**config.mk**
```make
export PLATFORM = sky130hd
export DESIGN_NAME = tiny_language_lexer
export DESIGN_NICKNAME = d
export VERILOG_FILES = /design/src/tll_pkg.sv /design/src/tll_ram.sv /design/src/tll_ctrl.sv /design/src/tll_dp.sv /design/src/tiny_language_lexer.sv
export SDC_FILE = /design/constraint.sdc
export NUM_CORES = 1
export LEC_CHECK = 0
export BUFFER_PORTS_ARGS = -buffer_cell sky130_fd_sc_hd__buf_2
export CORE_UTILIZATION = 53
export CTS_CLUSTER_DIAMETER = 50
export DETAILED_ROUTE_END_ITERATION = 16
export PLACE_DENSITY = 0.67
export REMOVE_ABC_BUFFERS = 1
export SLEW_MARGIN = 20
export SYNTH_ARGS = -nofsm -noshare
export SYNTH_HDL_FRONTEND = slang
export SYNTH_SLANG_ARGS = --single-unit
export TNS_END_PERCENT = 1
```
**constraint.sdc**
```tcl
create_clock -name clk -period 3.35 [get_ports clk]
set_input_delay 0.8375 -clock clk [delete_from_list [all_inputs] [get_ports clk]]
set_output_delay 0.8375 -clock clk [all_outputs]
set_load 0.05 [all_outputs]
```
**src/tll_pkg.sv**
```systemverilog
`default_nettype none
// ----------------------------------------------------------------------------
// tll_pkg
// Shared constants, token kinds, keyword table and the command/status
// structs between the lexer controller and datapath.
// ----------------------------------------------------------------------------
package tll_pkg;

    localparam int LEXEME_DEPTH = 32;

    localparam logic [2:0] MODE_START   = 3'd0;
    localparam logic [2:0] MODE_NUM     = 3'd1;
    localparam logic [2:0] MODE_ID      = 3'd2;
    localparam logic [2:0] MODE_COLON   = 3'd3;
    localparam logic [2:0] MODE_COMMENT = 3'd4;

    localparam logic [4:0] K_ASSIGN  = 5'd8;
    localparam logic [4:0] K_EQUAL   = 5'd9;
    localparam logic [4:0] K_LESS    = 5'd10;
    localparam logic [4:0] K_PLUS    = 5'd11;
    localparam logic [4:0] K_MINUS   = 5'd12;
    localparam logic [4:0] K_TIMES   = 5'd13;
    localparam logic [4:0] K_DIVIDE  = 5'd14;
    localparam logic [4:0] K_LPAREN  = 5'd15;
    localparam logic [4:0] K_RPAREN  = 5'd16;
    localparam logic [4:0] K_SEMI    = 5'd17;
    localparam logic [4:0] K_NUM     = 5'd18;
    localparam logic [4:0] K_ID      = 5'd19;
    localparam logic [4:0] K_ENDFILE = 5'd20;
    localparam logic [4:0] K_ERROR   = 5'd21;

    localparam logic [7:0] CH_SPACE  = 8'h20;
    localparam logic [7:0] CH_TAB    = 8'h09;
    localparam logic [7:0] CH_NL     = 8'h0A;
    localparam logic [7:0] CH_LBRACE = 8'h7B;
    localparam logic [7:0] CH_RBRACE = 8'h7D;
    localparam logic [7:0] CH_COLON  = 8'h3A;
    localparam logic [7:0] CH_EQUAL  = 8'h3D;
    localparam logic [7:0] CH_LESS   = 8'h3C;
    localparam logic [7:0] CH_SEMI   = 8'h3B;
    localparam logic [7:0] CH_PLUS   = 8'h2B;
    localparam logic [7:0] CH_MINUS  = 8'h2D;
    localparam logic [7:0] CH_TIMES  = 8'h2A;
    localparam logic [7:0] CH_DIVIDE = 8'h2F;
    localparam logic [7:0] CH_LPAREN = 8'h28;
    localparam logic [7:0] CH_RPAREN = 8'h29;

    localparam int NUM_KW = 8;

    typedef struct packed {
        logic       latch;
        logic       append;
        logic       set_mode;
        logic [2:0] mode;
        logic       set_kind;
        logic [4:0] kind;
        logic       emit_rd;
        logic       emit_ld;
        logic       emit_empty;
        logic       done;
    } cmd_t;

    typedef struct packed {
        logic [2:0] mode;
        logic       eof;
        logic       is_digit;
        logic       is_letter;
        logic       is_colon;
        logic       is_equal;
        logic       is_space;
        logic       is_lbrace;
        logic       is_rbrace;
        logic       is_op;
        logic [4:0] op_kind;
        logic [4:0] word_kind;
        logic       len_zero;
        logic       idx_last;
        logic       out_free;
    } status_t;

    function automatic logic [2:0] kw_len(input logic [2:0] k);
        logic [2:0] n;
        case (k)
            3'd0:    n = 3'd2;
            3'd1:    n = 3'd4;
            3'd2:    n = 3'd4;
            3'd3:    n = 3'd3;
            3'd4:    n = 3'd6;
            3'd5:    n = 3'd5;
            3'd6:    n = 3'd4;
            3'd7:    n = 3'd5;
            default: n = 3'd0;
        endcase
        return n;
    endfunction

    function automatic logic [7:0] kw_char(input logic [2:0] k, input logic [2:0] pos);
        logic [47:0] w;
        logic [2:0]  sel;
        case (k)
            3'd0:    w = 48'("if");
            3'd1:    w = 48'("then");
            3'd2:    w = 48'("else");
            3'd3:    w = 48'("end");
            3'd4:    w = 48'("repeat");
            3'd5:    w = 48'("until");
            3'd6:    w = 48'("read");
            3'd7:    w = 48'("write");
            default: w = 48'd0;
        endcase
        sel = kw_len(k) - 3'd1 - pos;
        return w[{sel, 3'b000} +: 8];
    endfunction

endpackage
`default_nettype wire

```
**src/tll_ram.sv**
```systemverilog
`default_nettype none
// ----------------------------------------------------------------------------
// tll_ram
// Generic single-write, single-read RAM with registered read data.
// ----------------------------------------------------------------------------
module tll_ram #(
    parameter int WIDTH = 8,
    parameter int DEPTH = 32
) (
    input  wire logic                     clk,
    input  wire logic                     we,
    input  wire logic [$clog2(DEPTH)-1:0] waddr,
    input  wire logic [WIDTH-1:0]         wdata,
    input  wire logic                     re,
    input  wire logic [$clog2(DEPTH)-1:0] raddr,
    output logic      [WIDTH-1:0]         rdata
);

    logic [WIDTH-1:0] mem [DEPTH];
    logic [WIDTH-1:0] rdata_reg;

    always_ff @(posedge clk)
    begin
        if (we)
        begin
            mem[waddr] <= wdata;
        end
        if (re)
        begin
            rdata_reg <= mem[raddr];
        end
    end

    assign rdata = rdata_reg;

endmodule
`default_nettype wire

```
**src/tll_ctrl.sv**
```systemverilog
`default_nettype none
// ----------------------------------------------------------------------------
// tll_ctrl
// Scanner sequencer: takes a character, steps the scan mode, and walks the
// lexeme store to emit a token's results.
// ----------------------------------------------------------------------------
module tll_ctrl (
    input  wire logic             clk,
    input  wire logic             rst_n,
    input  wire logic             in_valid,
    output logic                  in_ready,
    input  wire tll_pkg::status_t st,
    output tll_pkg::cmd_t         cmd
);

    localparam logic [2:0] S_IDLE    = 3'd0;
    localparam logic [2:0] S_FIRST   = 3'd1;
    localparam logic [2:0] S_START   = 3'd2;
    localparam logic [2:0] S_EMIT_RD = 3'd3;
    localparam logic [2:0] S_EMIT_LD = 3'd4;

    logic [2:0] state_reg;
    logic [2:0] state_next;
    logic       ret_reg;
    logic       ret_next;
    logic       start_act;

    always_ff @(posedge clk or negedge rst_n)
    begin
        if (!rst_n)
        begin
            state_reg <= S_IDLE;
            ret_reg   <= 1'b0;
        end
        else
        begin
            state_reg <= state_next;
            ret_reg   <= ret_next;
        end
    end

    assign in_ready  = (state_reg == S_IDLE);
    assign start_act = (state_reg == S_START) ||
                       ((state_reg == S_FIRST) && (st.mode == tll_pkg::MODE_START));

    always_comb
    begin
        cmd        = '0;
        state_next = state_reg;
        ret_next   = ret_reg;
        if (start_act)
        begin
            state_next = S_IDLE;
            if (st.eof)
            begin
                cmd.set_kind = 1'b1;
                cmd.kind     = tll_pkg::K_ENDFILE;
                ret_next     = 1'b0;
                state_next   = S_EMIT_RD;
            end
            else if (st.is_space)
            begin
                state_next = S_IDLE;
            end
            else if (st.is_lbrace)
            begin
                cmd.set_mode = 1'b1;
                cmd.mode     = tll_pkg::MODE_COMMENT;
            end
            else if (st.is_digit)
            begin
                cmd.append   = 1'b1;
                cmd.set_mode = 1'b1;
                cmd.mode     = tll_pkg::MODE_NUM;
            end
            else if (st.is_letter)
            begin
                cmd.append   = 1'b1;
                cmd.set_mode = 1'b1;
                cmd.mode     = tll_pkg::MODE_ID;
            end
            else if (st.is_colon)
            begin
                cmd.append   = 1'b1;
                cmd.set_mode = 1'b1;
                cmd.mode     = tll_pkg::MODE_COLON;
            end
            else if (st.is_op)
            begin
                cmd.set_kind = 1'b1;
                cmd.kind     = st.op_kind;
                ret_next     = 1'b0;
                state_next   = S_EMIT_RD;
            end
            else
            begin
                cmd.append   = 1'b1;
                cmd.set_kind = 1'b1;
                cmd.kind     = tll_pkg::K_ERROR;
                ret_next     = 1'b0;
                state_next   = S_EMIT_RD;
            end
        end
        else
        begin
            case (state_reg)
                S_IDLE:
                begin
                    if (in_valid)
                    begin
                        cmd.latch  = 1'b1;
                        state_next = S_FIRST;
                    end
                end
                S_FIRST:
                begin
                    state_next = S_IDLE;
                    case (st.mode)
                        tll_pkg::MODE_NUM:
                        begin
                            if (!st.eof && st.is_digit)
                            begin
                                cmd.append = 1'b1;
                            end
                            else
                            begin
                                cmd.set_kind = 1'b1;
                                cmd.kind     = tll_pkg::K_NUM;
                                ret_next     = 1'b1;
                                state_next   = S_EMIT_RD;
                            end
                        end
                        tll_pkg::MODE_ID:
                        begin
                            if (!st.eof && st.is_letter)
                            begin
                                cmd.append = 1'b1;
                            end
                            else
                            begin
                                cmd.set_kind = 1'b1;
                                cmd.kind     = st.word_kind;
                                ret_next     = 1'b1;
                                state_next   = S_EMIT_RD;
                            end
                        end
                        tll_pkg::MODE_COLON:
                        begin
                            cmd.set_kind = 1'b1;
                            state_next   = S_EMIT_RD;
                            if (!st.eof && st.is_equal)
                            begin
                                cmd.append = 1'b1;
                                cmd.kind   = tll_pkg::K_ASSIGN;
                                ret_next   = 1'b0;
                            end
                            else
                            begin
                                cmd.kind = tll_pkg::K_ERROR;
                                ret_next = 1'b1;
                            end
                        end
                        tll_pkg::MODE_COMMENT:
                        begin
                            if (st.eof)
                            begin
                                cmd.set_kind = 1'b1;
                                cmd.kind     = tll_pkg::K_ENDFILE;
                                ret_next     = 1'b0;
                                state_next   = S_EMIT_RD;
                            end
                            else if (st.is_rbrace)
                            begin
                                cmd.set_mode = 1'b1;
                                cmd.mode     = tll_pkg::MODE_START;
                            end
                        end
                        default:
                        begin
                            cmd.set_mode = 1'b1;
                            cmd.mode     = tll_pkg::MODE_START;
                        end
                    endcase
                end
                S_EMIT_RD:
                begin
                    if (st.len_zero)
                    begin
                        if (st.out_free)
                        begin
                            cmd.emit_empty = 1'b1;
                            cmd.done       = 1'b1;
                            state_next     = ret_reg ? S_START : S_IDLE;
                        end
                    end
                    else
                    begin
                        cmd.emit_rd = 1'b1;
                        state_next  = S_EMIT_LD;
                    end
                end
                S_EMIT_LD:
                begin
                    if (st.out_free)
                    begin
                        cmd.emit_ld = 1'b1;
                        if (st.idx_last)
                        begin
                            cmd.done   = 1'b1;
                            state_next = ret_reg ? S_START : S_IDLE;
                        end
                        else
                        begin
                            state_next = S_EMIT_RD;
                        end
                    end
                end
                default:
                begin
                    state_next = S_IDLE;
                end
            endcase
        end
    end

endmodule
`default_nettype wire

```
**src/tll_dp.sv**
```systemverilog
`default_nettype none
// ----------------------------------------------------------------------------
// tll_dp
// Scanner datapath: input latch, character classes, scan mode, lexeme store
// with keyword tracking, and the result output register.
// ----------------------------------------------------------------------------
module tll_dp #(
    parameter int LEXEME_DEPTH = tll_pkg::LEXEME_DEPTH
) (
    input  wire logic           clk,
    input  wire logic           rst_n,
    input  wire logic [7:0]     ch,
    input  wire logic           end_mark,
    input  wire tll_pkg::cmd_t  cmd,
    output tll_pkg::status_t    st,
    output logic                out_valid,
    input  wire logic           out_ready,
    output logic [4:0]          token_kind,
    output logic [7:0]          lex_char,
    output logic                lex_valid,
    output logic [4:0]          lex_index,
    output logic                too_long,
    output logic                last
);

    localparam int AW = $clog2(LEXEME_DEPTH);
    localparam int LW = $clog2(LEXEME_DEPTH + 1);
    localparam logic [LW-1:0] DEPTH_L = LW'(LEXEME_DEPTH);

    logic [7:0]    ch_reg;
    logic          eof_reg;
    logic [2:0]    mode_reg;
    logic [2:0]    mode_next;
    logic [LW-1:0] len_reg;
    logic [LW-1:0] len_next;
    logic          ovf_reg;
    logic          ovf_next;
    logic [AW-1:0] idx_reg;
    logic [AW-1:0] idx_next;
    logic [7:0]    kmask_reg;
    logic [7:0]    kmask_next;
    logic [4:0]    kind_reg;
    logic          out_valid_reg;
    logic [4:0]    token_kind_reg;
    logic [7:0]    lex_char_reg;
    logic          lex_valid_reg;
    logic [4:0]    lex_index_reg;
    logic          too_long_reg;
    logic          last_reg;
    logic [7:0]    rdata;
    logic          room;
    logic          out_free;
    logic          idx_last;
    logic [7:0]    kmatch;
    logic [4:0]    word_kind;
    logic          is_op;
    logic [4:0]    op_kind;

    tll_ram #(
        .WIDTH (8),
        .DEPTH (LEXEME_DEPTH)
    ) u_store (
        .clk   (clk),
        .we    (cmd.append && room),
        .waddr (len_reg[AW-1:0]),
        .wdata (ch_reg),
        .re    (cmd.emit_rd),
        .raddr (idx_reg),
        .rdata (rdata)
    );

    assign room     = (len_reg < DEPTH_L);
    assign out_free = !out_valid_reg || out_ready;
    assign idx_last = ((LW'(idx_reg) + LW'(1)) == len_reg);

    always_comb
    begin
        for (int k = 0; k < tll_pkg::NUM_KW; k++)
        begin
            kmatch[k] = (len_reg < LW'(tll_pkg::kw_len(3'(k)))) &&
                        (tll_pkg::kw_char(3'(k), len_reg[2:0]) == ch_reg);
        end
    end

    always_comb
    begin
        word_kind = tll_pkg::K_ID;
        for (int k = tll_pkg::NUM_KW - 1; k >= 0; k--)
        begin
            if (kmask_reg[k] && (len_reg == LW'(tll_pkg::kw_len(3'(k)))))
            begin
                word_kind = 5'(k);
            end
        end
        if (ovf_reg)
        begin
            word_kind = tll_pkg::K_ID;
        end
    end

    always_comb
    begin
        is_op   = 1'b1;
        op_kind = tll_pkg::K_ERROR;
        case (ch_reg)
            tll_pkg::CH_PLUS:   op_kind = tll_pkg::K_PLUS;
            tll_pkg::CH_MINUS:  op_kind = tll_pkg::K_MINUS;
            tll_pkg::CH_TIMES:  op_kind = tll_pkg::K_TIMES;
            tll_pkg::CH_DIVIDE: op_kind = tll_pkg::K_DIVIDE;
            tll_pkg::CH_EQUAL:  op_kind = tll_pkg::K_EQUAL;
            tll_pkg::CH_LESS:   op_kind = tll_pkg::K_LESS;
            tll_pkg::CH_LPAREN: op_kind = tll_pkg::K_LPAREN;
            tll_pkg::CH_RPAREN: op_kind = tll_pkg::K_RPAREN;
            tll_pkg::CH_SEMI:   op_kind = tll_pkg::K_SEMI;
            default:            is_op   = 1'b0;
        endcase
    end

    always_comb
    begin
        st           = '0;
        st.mode      = mode_reg;
        st.eof       = eof_reg;
        st.is_digit  = (ch_reg >= 8'h30) && (ch_reg <= 8'h39);
        st.is_letter = ((ch_reg >= 8'h61) && (ch_reg <= 8'h7A)) ||
                       ((ch_reg >= 8'h41) && (ch_reg <= 8'h5A));
        st.is_colon  = (ch_reg == tll_pkg::CH_COLON);
        st.is_equal  = (ch_reg == tll_pkg::CH_EQUAL);
        st.is_space  = (ch_reg == tll_pkg::CH_SPACE) || (ch_reg == tll_pkg::CH_TAB) ||
                       (ch_reg == tll_pkg::CH_NL);
        st.is_lbrace = (ch_reg == tll_pkg::CH_LBRACE);
        st.is_rbrace = (ch_reg == tll_pkg::CH_RBRACE);
        st.is_op     = is_op;
        st.op_kind   = op_kind;
        st.word_kind = word_kind;
        st.len_zero  = (len_reg == '0);
        st.idx_last  = idx_last;
        st.out_free  = out_free;
    end

    always_comb
    begin
        mode_next  = mode_reg;
        len_next   = len_reg;
        ovf_next   = ovf_reg;
        idx_next   = idx_reg;
        kmask_next = kmask_reg;
        if (cmd.set_mode)
        begin
            mode_next = cmd.mode;
        end
        if (cmd.append)
        begin
            kmask_next = kmask_reg & kmatch;
            if (room)
            begin
                len_next = len_reg + LW'(1);
            end
            else
            begin
                ovf_next = 1'b1;
            end
        end
        if (cmd.emit_ld && !idx_last)
        begin
            idx_next = idx_reg + AW'(1);
        end
        if (cmd.done)
        begin
            mode_next  = tll_pkg::MODE_START;
            len_next   = '0;
            ovf_next   = 1'b0;
            idx_next   = '0;
            kmask_next = '1;
        end
    end

    always_ff @(posedge clk or negedge rst_n)
    begin
        if (!rst_n)
        begin
            mode_reg      <= tll_pkg::MODE_START;
            len_reg       <= '0;
            ovf_reg       <= 1'b0;
            idx_reg       <= '0;
            kmask_reg     <= '1;
            out_valid_reg <= 1'b0;
        end
        else
        begin
            mode_reg  <= mode_next;
            len_reg   <= len_next;
            ovf_reg   <= ovf_next;
            idx_reg   <= idx_next;
            kmask_reg <= kmask_next;
            if (cmd.emit_ld || cmd.emit_empty)
            begin
                out_valid_reg <= 1'b1;
            end
            else if (out_ready)
            begin
                out_valid_reg <= 1'b0;
            end
        end
    end

    always_ff @(posedge clk)
    begin
        if (cmd.latch)
        begin
            ch_reg  <= ch;
            eof_reg <= end_mark;
        end
        if (cmd.set_kind)
        begin
            kind_reg <= cmd.kind;
        end
        if (cmd.emit_ld)
        begin
            token_kind_reg <= kind_reg;
            lex_char_reg   <= rdata;
            lex_valid_reg  <= 1'b1;
            lex_index_reg  <= 5'(idx_reg);
            too_long_reg   <= ovf_reg;
            last_reg       <= idx_last;
        end
        else if (cmd.emit_empty)
        begin
            token_kind_reg <= kind_reg;
            lex_char_reg   <= 8'd0;
            lex_valid_reg  <= 1'b0;
            lex_index_reg  <= 5'd0;
            too_long_reg   <= 1'b0;
            last_reg       <= 1'b1;
        end
    end

    assign out_valid  = out_valid_reg;
    assign token_kind = token_kind_reg;
    assign lex_char   = lex_char_reg;
    assign lex_valid  = lex_valid_reg;
    assign lex_index  = lex_index_reg;
    assign too_long   = too_long_reg;
    assign last       = last_reg;

    a_len_bound: assert property (@(posedge clk) disable iff (!rst_n)
        len_reg <= DEPTH_L)
        else $error("lexeme length beyond store depth");

    a_ovf_full: assert property (@(posedge clk) disable iff (!rst_n)
        ovf_reg |-> (len_reg == DEPTH_L))
        else $error("overflow flagged with room in store");

    a_load_free: assert property (@(posedge clk) disable iff (!rst_n)
        (cmd.emit_ld || cmd.emit_empty) |-> out_free)
        else $error("result loaded over a pending transfer");

    a_full_append: assert property (@(posedge clk) disable iff (!rst_n)
        (cmd.append && !room && !cmd.done) |=> ovf_reg)
        else $error("append to full store did not flag overflow");

endmodule
`default_nettype wire

```
**src/tiny_language_lexer.sv**
```systemverilog
`default_nettype none
// ----------------------------------------------------------------------------
// tiny_language_lexer
// Scanner for the TINY language: one character or end mark per input
// transfer, one result transfer per stored lexeme character of each token, or one for a token with an empty lexeme.
// ----------------------------------------------------------------------------
// Sequence: an input is latched while idle and then classified; a finished token
//   alternates a registered store read and an output load per stored character,
//   an empty lexeme takes one load, and an input that ends one token and starts
//   another is taken up again after that token's last result. in_ready is high
//   only while idle, so no new input is taken until all results are loaded.
// Reset: rst_n clears mode, lexeme length, overflow and output valid at once;
//   store contents are left as they are.
module tiny_language_lexer #(
    parameter int LEXEME_DEPTH = tll_pkg::LEXEME_DEPTH
) (
    input  wire logic       clk,
    input  wire logic       rst_n,
    input  wire logic       in_valid,
    output logic            in_ready,
    input  wire logic [7:0] ch,
    input  wire logic       end_mark,
    output logic            out_valid,
    input  wire logic       out_ready,
    output logic [4:0]      token_kind,
    output logic [7:0]      lex_char,
    output logic            lex_valid,
    output logic [4:0]      lex_index,
    output logic            too_long,
    output logic            last
);

    tll_pkg::cmd_t    cmd;
    tll_pkg::status_t st;

    tll_ctrl u_ctrl (
        .clk      (clk),
        .rst_n    (rst_n),
        .in_valid (in_valid),
        .in_ready (in_ready),
        .st       (st),
        .cmd      (cmd)
    );

    tll_dp #(
        .LEXEME_DEPTH (LEXEME_DEPTH)
    ) u_dp (
        .clk        (clk),
        .rst_n      (rst_n),
        .ch         (ch),
        .end_mark   (end_mark),
        .cmd        (cmd),
        .st         (st),
        .out_valid  (out_valid),
        .out_ready  (out_ready),
        .token_kind (token_kind),
        .lex_char   (lex_char),
        .lex_valid  (lex_valid),
        .lex_index  (lex_index),
        .too_long   (too_long),
        .last       (last)
    );

endmodule
`default_nettype wire

```
; Yosys cells after proc, flatten, opt, wreduce, memory -nomap -nowiden
; Memory sizes are Yosys's and may differ from the RTL's. A register that Yosys moved wholly into a read port is not among the register bits.
; Index checks and enable logic that the tools add are counted.
[totals]
elab_cells = 258
mem_bits_rw = 256
n_memories = 1
out_inout_bits = 23
regBits = 63
in_bits = 13
[mem_list]
columns = name, words, width, read_ports, rd_clocked_by_memory_dff, write_ports, line
row1 = u_dp.u_store.mem, 32, 8, 1, 1, 1, tll_ram.sv:19  ; logic [WIDTH-1:0] mem [DEPTH];
[classes]
mux = 111
shifts = 8
n_eq_ne = 49
add_sub_neg = 8
bitwise = 1
n_reduce_logical = 51
n_lt_le_gt_ge = 12
[op_table]
columns = cell, n
row1 = indexed part select 48 x 7 -> 8 bit (first input constant), 8
row2 = two-way mux 5 bit, 20
row3 = equality test 8 x 6 -> 1 bit (second input constant), 11
row4 = two-way mux 6 bit, 11
row5 = equality test 8 bit, 8
row6 = case mux 5 bit (9 select lines), 1
row7 = two-way mux 1 bit, 40
row8 = two-way mux 3 bit, 13
row9 = two-way mux 11 bit, 3
row10 = two-way mux 8 bit, 4
row11 = logical AND 1 bit, 25
row12 = != test 3 x 2 -> 1 bit (second input constant), 8
row13 = case mux 3 bit (4 select lines), 2
row14 = case mux 6 bit (4 select lines), 1
row15 = two-way mux 4 bit, 5
row16 = equality test 6 x 3 -> 1 bit (second input constant), 3
row17 = less-than comparator 6 x 3 -> 1 bit (second input constant), 3
row18 = equality test 8 x 4 -> 1 bit (second input constant), 2
row19 = equality test 8 x 7 -> 1 bit (second input constant), 2
row20 = >= comparator 8 x 7 -> 1 bit (second input constant), 2
row21 = <= comparator 8 x 7 -> 1 bit (second input constant), 2
row22 = two-way mux 2 bit, 7
row23 = nonzero test 2 bit, 7
row24 = equality test 3 x 2 -> 1 bit (second input constant), 4
row25 = other kinds (32), 48

; Logic depth before layout (Yosys ltp)
[logic_depth]
ltp_word = 18
mapped_depth = 11
ltp_nobuf = 9

; Hierarchy
; Synthesis repeated with hierarchy kept, for this count alone.
[hier_totals]
cells_unflattened = 905
hier_area_um2 = 14615.3
[by_module_without_submodules]
columns = module, seq_area_each_um2, n_inst, cells_each, area_per_inst_um2
row1 = tll_ram, 7927.6, 1, 417, 10133.5
row2 = tll_dp, 1651.6, 1, 391, 3768.6
row3 = tll_ctrl, 100.1, 1, 97, 713.2

; Worst setup path before layout
; No wires, ideal clock.
[synth_path]
kind = register to register
from = register u_dp.ch_reg[7]
to = memory u_dp.u_store.mem[27][0], enable pin
path_stages_with_launch = 7
t_required_ns = 2.980
path_slack_ns = 0.272
n_path_buf = 0
arrival_time_ns = 2.708
synth_period_minus_slack_ns = 3.078
setup_time_ns = 0.370
cell_sequence = edfxtp_1 > nand4bb_1 > or3_1 > o32ai_1 > a31oi_4 > or3b_1 > nor2_1
[synth_between]
elab_chain_len = 14
word_cells_on_any_way = 47
classes_between = order compare: 6 / eq/ne: 14 / mux: 16 / reduce/logical: 11
[synth_rtl]
columns = element, line
row1 = "start, declared", tll_dp.sv:30  ; logic [7:0] ch_reg;
row2 = "start signal, assigned", tll_dp.sv:211  ; ch_reg <= ch;
row3 = equality test 8 x 6 -> 1 bit (on tied branches), "tll_dp.sv:105, tll_dp.sv:128"
row4 = OR reduction 9 bit (no source line), -
row5 = two-way mux 1 bit, tll_dp.sv:105  ; case (ch_reg)
row6 = two-way mux 1 bit, tll_ctrl.sv:88  ; else if (st.is_op)
row7 = two-way mux 1 bit, tll_ctrl.sv:82  ; else if (st.is_colon)
row8 = two-way mux 5 bit, tll_ctrl.sv:76  ; else if (st.is_letter)
row9 = two-way mux 5 bit, tll_ctrl.sv:70  ; else if (st.is_digit)
row10 = two-way mux 1 bit, tll_ctrl.sv:65  ; else if (st.is_lbrace)
row11 = two-way mux 11 bit, tll_ctrl.sv:61  ; else if (st.is_space)
row12 = two-way mux 5 bit, tll_ctrl.sv:54  ; if (st.eof)
row13 = two-way mux 11 bit *, tll_ctrl.sv:51  ; if (start_act)
row14 = logical AND 1 bit *, tll_dp.sv:64  ; .we (cmd.append && room),
row15 = two-way mux 1 bit *, tll_ram.sv:24  ; if (we)
row16 = two-way mux 1 bit (implied by the code) *, tll_ram.sv:26  ; mem[waddr] <= wdata;
row17 = "end, declared", tll_ram.sv:19
; Every way passes the cells marked *; elsewhere a longest branch is shown, timed or not.

; Final worst setup path
[layout_path]
from = register u_dp.mode_reg[2]
to = memory u_dp.u_store.mem[24][6], enable pin
[layout_between]
elab_chain_len = 7
word_cells_on_any_way = 12
classes_between = eq/ne: 3 / mux: 5 / reduce/logical: 4
[layout_rtl]
columns = element, line
row1 = "start, declared", tll_dp.sv:32  ; logic [2:0] mode_reg;
row2 = "start signal, assigned", tll_dp.sv:182  ; mode_reg <= tll_pkg::MODE_START;
row3 = "start signal, assigned", tll_dp.sv:191  ; mode_reg <= mode_next;
row4 = "equality test 3 x 2 -> 1 bit, or another cell as far along", tll_ctrl.sv:118  ; case (st.mode)
row5 = case mux 1 bit (3 select lines) or logical AND 1 bit (tied branches), "tll_ctrl.sv:118, tll_ctrl.sv:44"
row6 = two-way mux 11 bit or logical OR 1 bit (tied branches), "tll_ctrl.sv:106, tll_ctrl.sv:43"
row7 = two-way mux 11 bit *, tll_ctrl.sv:51
row8 = logical AND 1 bit *, tll_dp.sv:64
row9 = two-way mux 1 bit *, tll_ram.sv:24
row10 = two-way mux 1 bit (implied by the code) *, tll_ram.sv:26
; Marked as above.

==> impl_metrics.py <==
metrics = {
    "floorplan": {
        "chipHeight_um": 168,
        "start_util": 0.539,
        "die-area_mm2": 0.0281,
        "die-width_um": 168,
        "design.core.area_mm2": 0.0270,
        "placement_rows": 60,
        "pin_count": 36,
    },
    "placed_design": {
        "place_congestion": 0.906,
        "numPortBuffers": 35,
        "pre_cts_ws_ns": 0.298,
        "place.detailed.instances": 1270,
        "detailed_place_hpwl_um": 21600,
    },
    "grt": {
        "grt_usage": 0.244,
        "global_route_wire_length_before_repair_um": 50400,
        "grt_max_degree": 69,
        "grt_antenna_before_repair": 1,
        "global_route.overflow_total": 0,
        "grt_pass1_vias": 8130,
    },
    "clocking": {
        "max-clock-path-buffers": 3,
        "cts.root.buffer_cell": "sky130_fd_sc_hd__clkbuf_16",
        "postCtsHoldBufs": 0,
        "clkSlewWorstSetupHoldPaths_ns": 0.05,
        "cts.sink_count": 327,
        "cts_resized": 0,
        "clk-insertion-delay-late_ns": 0.53,
        "cts_setup_buffers": 0,
        "h_tree_depth": 2,
        "cts_tree": "yes",
        "numCtsBuffers": 38,
    },
    "timing": {
        "fin_skew_ns": 0.0232,
        "final.min_clock_period_ns": 3.10,
        "grt_setup_unrepaired": "false",
        "tightestPinTransition_ns": 0.820,
        "final_setup_violation_count": 0,
        "final_worst_setup_slack_ns": 0.248,
        "slew_viols_final": 0,
        "fin_worst_hold_slack_ns": 0.336,
        "achievable-frequency_mhz": 322,
        "post_route_clock_period_utilization": 0.926,
        "hold_viol": 0,
        "slew_headroom": 0.449,
    },
    "min_path": {
        "holdCritPathClass": "in -> async",
    },
    "critical_path": {
        "critical_path.cell_chain": "or3b_4 > o41ai_4 > and3_1 > a31oi_4 > or3_1 > nor2_1 > buf_4",
        "worstReg2RegStart": "u_dp.mode_reg[2]",
        "path_delay_family": "simple AND/OR/NAND/NOR gates",
        "critical_path_class": "reg -> reg",
        "critical_path.endpoint_type": "flip-flop",
        "slowest_stage": "sky130_fd_sc_hd__or3_1",
        "required_ns": 3.58,
        "timing.critical_path.from_type": "flip-flop",
        "setup.worst_path.start": "u_dp.mode_reg[2]",
        "cp_max_fo": 10,
        "worstPathArrival_ns": 3.33,
        "crit_path_largest_cell_delay_ns": 0.54,
        "ff2ff_path_depth": 7,
        "critical_path_buf_inv_count": 1,
        "critical_path_cell_count": 7,
    },
    "routing": {
        "drc": 0,
        "wl_um": 33100,
        "wl_per_cell_um": 24.7,
        "detailroute.via_count": 8369,
        "first_pass_iters": 5,
        "route.detailed.vias_per_inst": 6.25,
        "drt-initial-drc-count": 904,
        "ant_nets": 0,
    },
    "power_and_ir_drop": {
        "power_switching_mw": 4.55,
        "seq_power_share": 0.382,
        "max-vdd-ir-drop_v": 0.000403,
        "power-per-cell-area_mw_per_mm2": 835,
        "design_power_total_mw": 13.9,
        "p_sw_frac": 0.328,
        "power.combinational.fraction": 0.318,
        "clkPwrFrac": 0.300,
        "cellLeakagePower_nw": 5.60,
        "cell_internal_pwr_mw": 9.32,
    },
    "synth": {
        "synth.cell_area_mm2": 0.0145,
        "synth-async-reset-ratio": 0.0856,
        "yosysSeqAreaShare": 0.666,
        "synth_enable_flop_cells": 298,
        "ys.warnings.count": 0,
        "postSynthCellCount": 900,
        "dominantRegCellSynth": "sky130_fd_sc_hd__edfxtp_1",
        "avg_inst_size_synth_um2": 16.2,
        "post_synth_num_cell_types": 77,
        "total_of_flip_flops_plus_latches_after_synthesis": 327,
    },
    "finish": {
        "mostFrequentLayoutCells": "298 x sky130_fd_sc_hd__edfxtp_1, 80 x sky130_fd_sc_hd__mux4_2, 62 x sky130_fd_sc_hd__nor2_1",
        "share_of_layout_cells_above_drive_strength_1": 0.266,
        "largest_register_ff_count": 256,
        "finish.net_count": 998,
        "num_antenna_cells": 0,
        "layout-area-overhead-vs-synth_pct": 14.3,
        "layout.core_utilization": 0.616,
        "largest-register": "u_dp.u_store.mem",
        "mostFrequentLayoutCell": "sky130_fd_sc_hd__edfxtp_1",
        "final-instance-count-excl-fill": 1340,
    },
    "outcome": {
        "run_status": "completed",
    },
    "job": {
        "max-cap-violations": 0,
    },
}
[stage by stage]
step	instance area [um^2]	TNS [ns]
after floorplan	14300	-63.84
after global placement	15300	0
after detailed placement	15300	0
after CTS	16600	0
after global routing	16600	0
final	16600	0
[cell type report]
type	instances	area, um^2
Inverter	20	75.1
Tap cell	341	427
Fill cell	1951	10300
Clock buffer	42	987
Timing Repair Buffer	88	598
Multi-Input combinational cell	494	4530
Clock inverter	28	309
Sequential cell	327	9680
[kinds of logic (layout without fill, tap and decap cells)]
group,after synthesis,in the layout,share of synthesized area
flops,327,327,0.666
simple gates,237,237,0.0893
compound gates,125,125,0.0609
mux,93,93,0.134
buf+inv,79,178,0.0226
xor+xnor,23,23,0.0139
fa+ha+maj,16,16,0.0138
[worst paths after layout]
check / endpoint / slack, ns
min in group clk: u_dp.token_kind[1] / 0.42
max in group asynchronous: u_dp.idx_reg[0] / 2.52
min reg2reg: u_dp.token_kind[1] / 0.42
min: u_dp.mode_reg[2] / 0.34
max: u_dp.u_store.mem[24][6] / 0.25
max reg2reg: u_dp.u_store.mem[24][6] / 0.25
[per-layer routing]
layer,share of wire,track usage
met3,0.081,0.0546
met5,0.00051,0
met2,0.48,0.378
met4,0.023,0.0710
met1,0.42,0.348
[power by group through the flow]
| stage | combinational [mW] | clock (mW) | sequential (mW) |
|---|---|---|---|
| after CTS | 4.40 | 4.23 | 5.29 |
| after global placement | 4.37 | 0 | 5.36 |
| after floorplan | 2.47 | 0 | 5.89 |
| after detailed placement | 4.38 | 0 | 5.37 |
| after global routing | 4.71 | 4.39 | 5.33 |
| final | 4.40 | 4.16 | 5.30 |
[synth_stat cells (4+ instances only)]
cell type	n	area (um^2)
sky130_fd_sc_hd__nand2_1	33	124
sky130_fd_sc_hd__nand3_1	22	110
sky130_fd_sc_hd__mux2_2	9	101
sky130_fd_sc_hd__dfstp_2	8	210
sky130_fd_sc_hd__a21oi_1	15	75.1
sky130_fd_sc_hd__nor3b_1	8	60.1
sky130_fd_sc_hd__a31oi_1	9	56.3
sky130_fd_sc_hd__edfxtp_1	298	8950
sky130_fd_sc_hd__or3_1	13	81.3
sky130_fd_sc_hd__o21ai_1	9	45.0
sky130_fd_sc_hd__o21ai_0	23	115
sky130_fd_sc_hd__o211ai_1	6	45.0
sky130_fd_sc_hd__nor3_1	12	60.1
sky130_fd_sc_hd__clkbuf_1	35	131
sky130_fd_sc_hd__and3_1	22	138
sky130_fd_sc_hd__nor2b_1	6	37.5
sky130_fd_sc_hd__buf_1	10	37.5
sky130_fd_sc_hd__o31ai_1	8	60.1
sky130_fd_sc_hd__or3b_2	4	35.0
sky130_fd_sc_hd__nor4_1	6	37.5
sky130_fd_sc_hd__nor2_1	62	233
sky130_fd_sc_hd__buf_2	10	50.1
sky130_fd_sc_hd__nand2b_1	8	50.1
sky130_fd_sc_hd__and2_1	9	56.3
sky130_fd_sc_hd__dfrtp_1	20	500
sky130_fd_sc_hd__ha_1	16	200
sky130_fd_sc_hd__inv_1	17	63.8
sky130_fd_sc_hd__xor2_1	12	105
sky130_fd_sc_hd__nand3b_1	7	52.6
sky130_fd_sc_hd__o22ai_1	7	43.8
sky130_fd_sc_hd__mux4_2	80	1800
sky130_fd_sc_hd__xnor2_1	11	96.3
sky130_fd_sc_hd__nor4b_1	4	35.0
sky130_fd_sc_hd__a32oi_1	5	43.8
sky130_fd_sc_hd__o21a_1	4	30.0
Note: power is estimated with default switching activity, not from simulation.
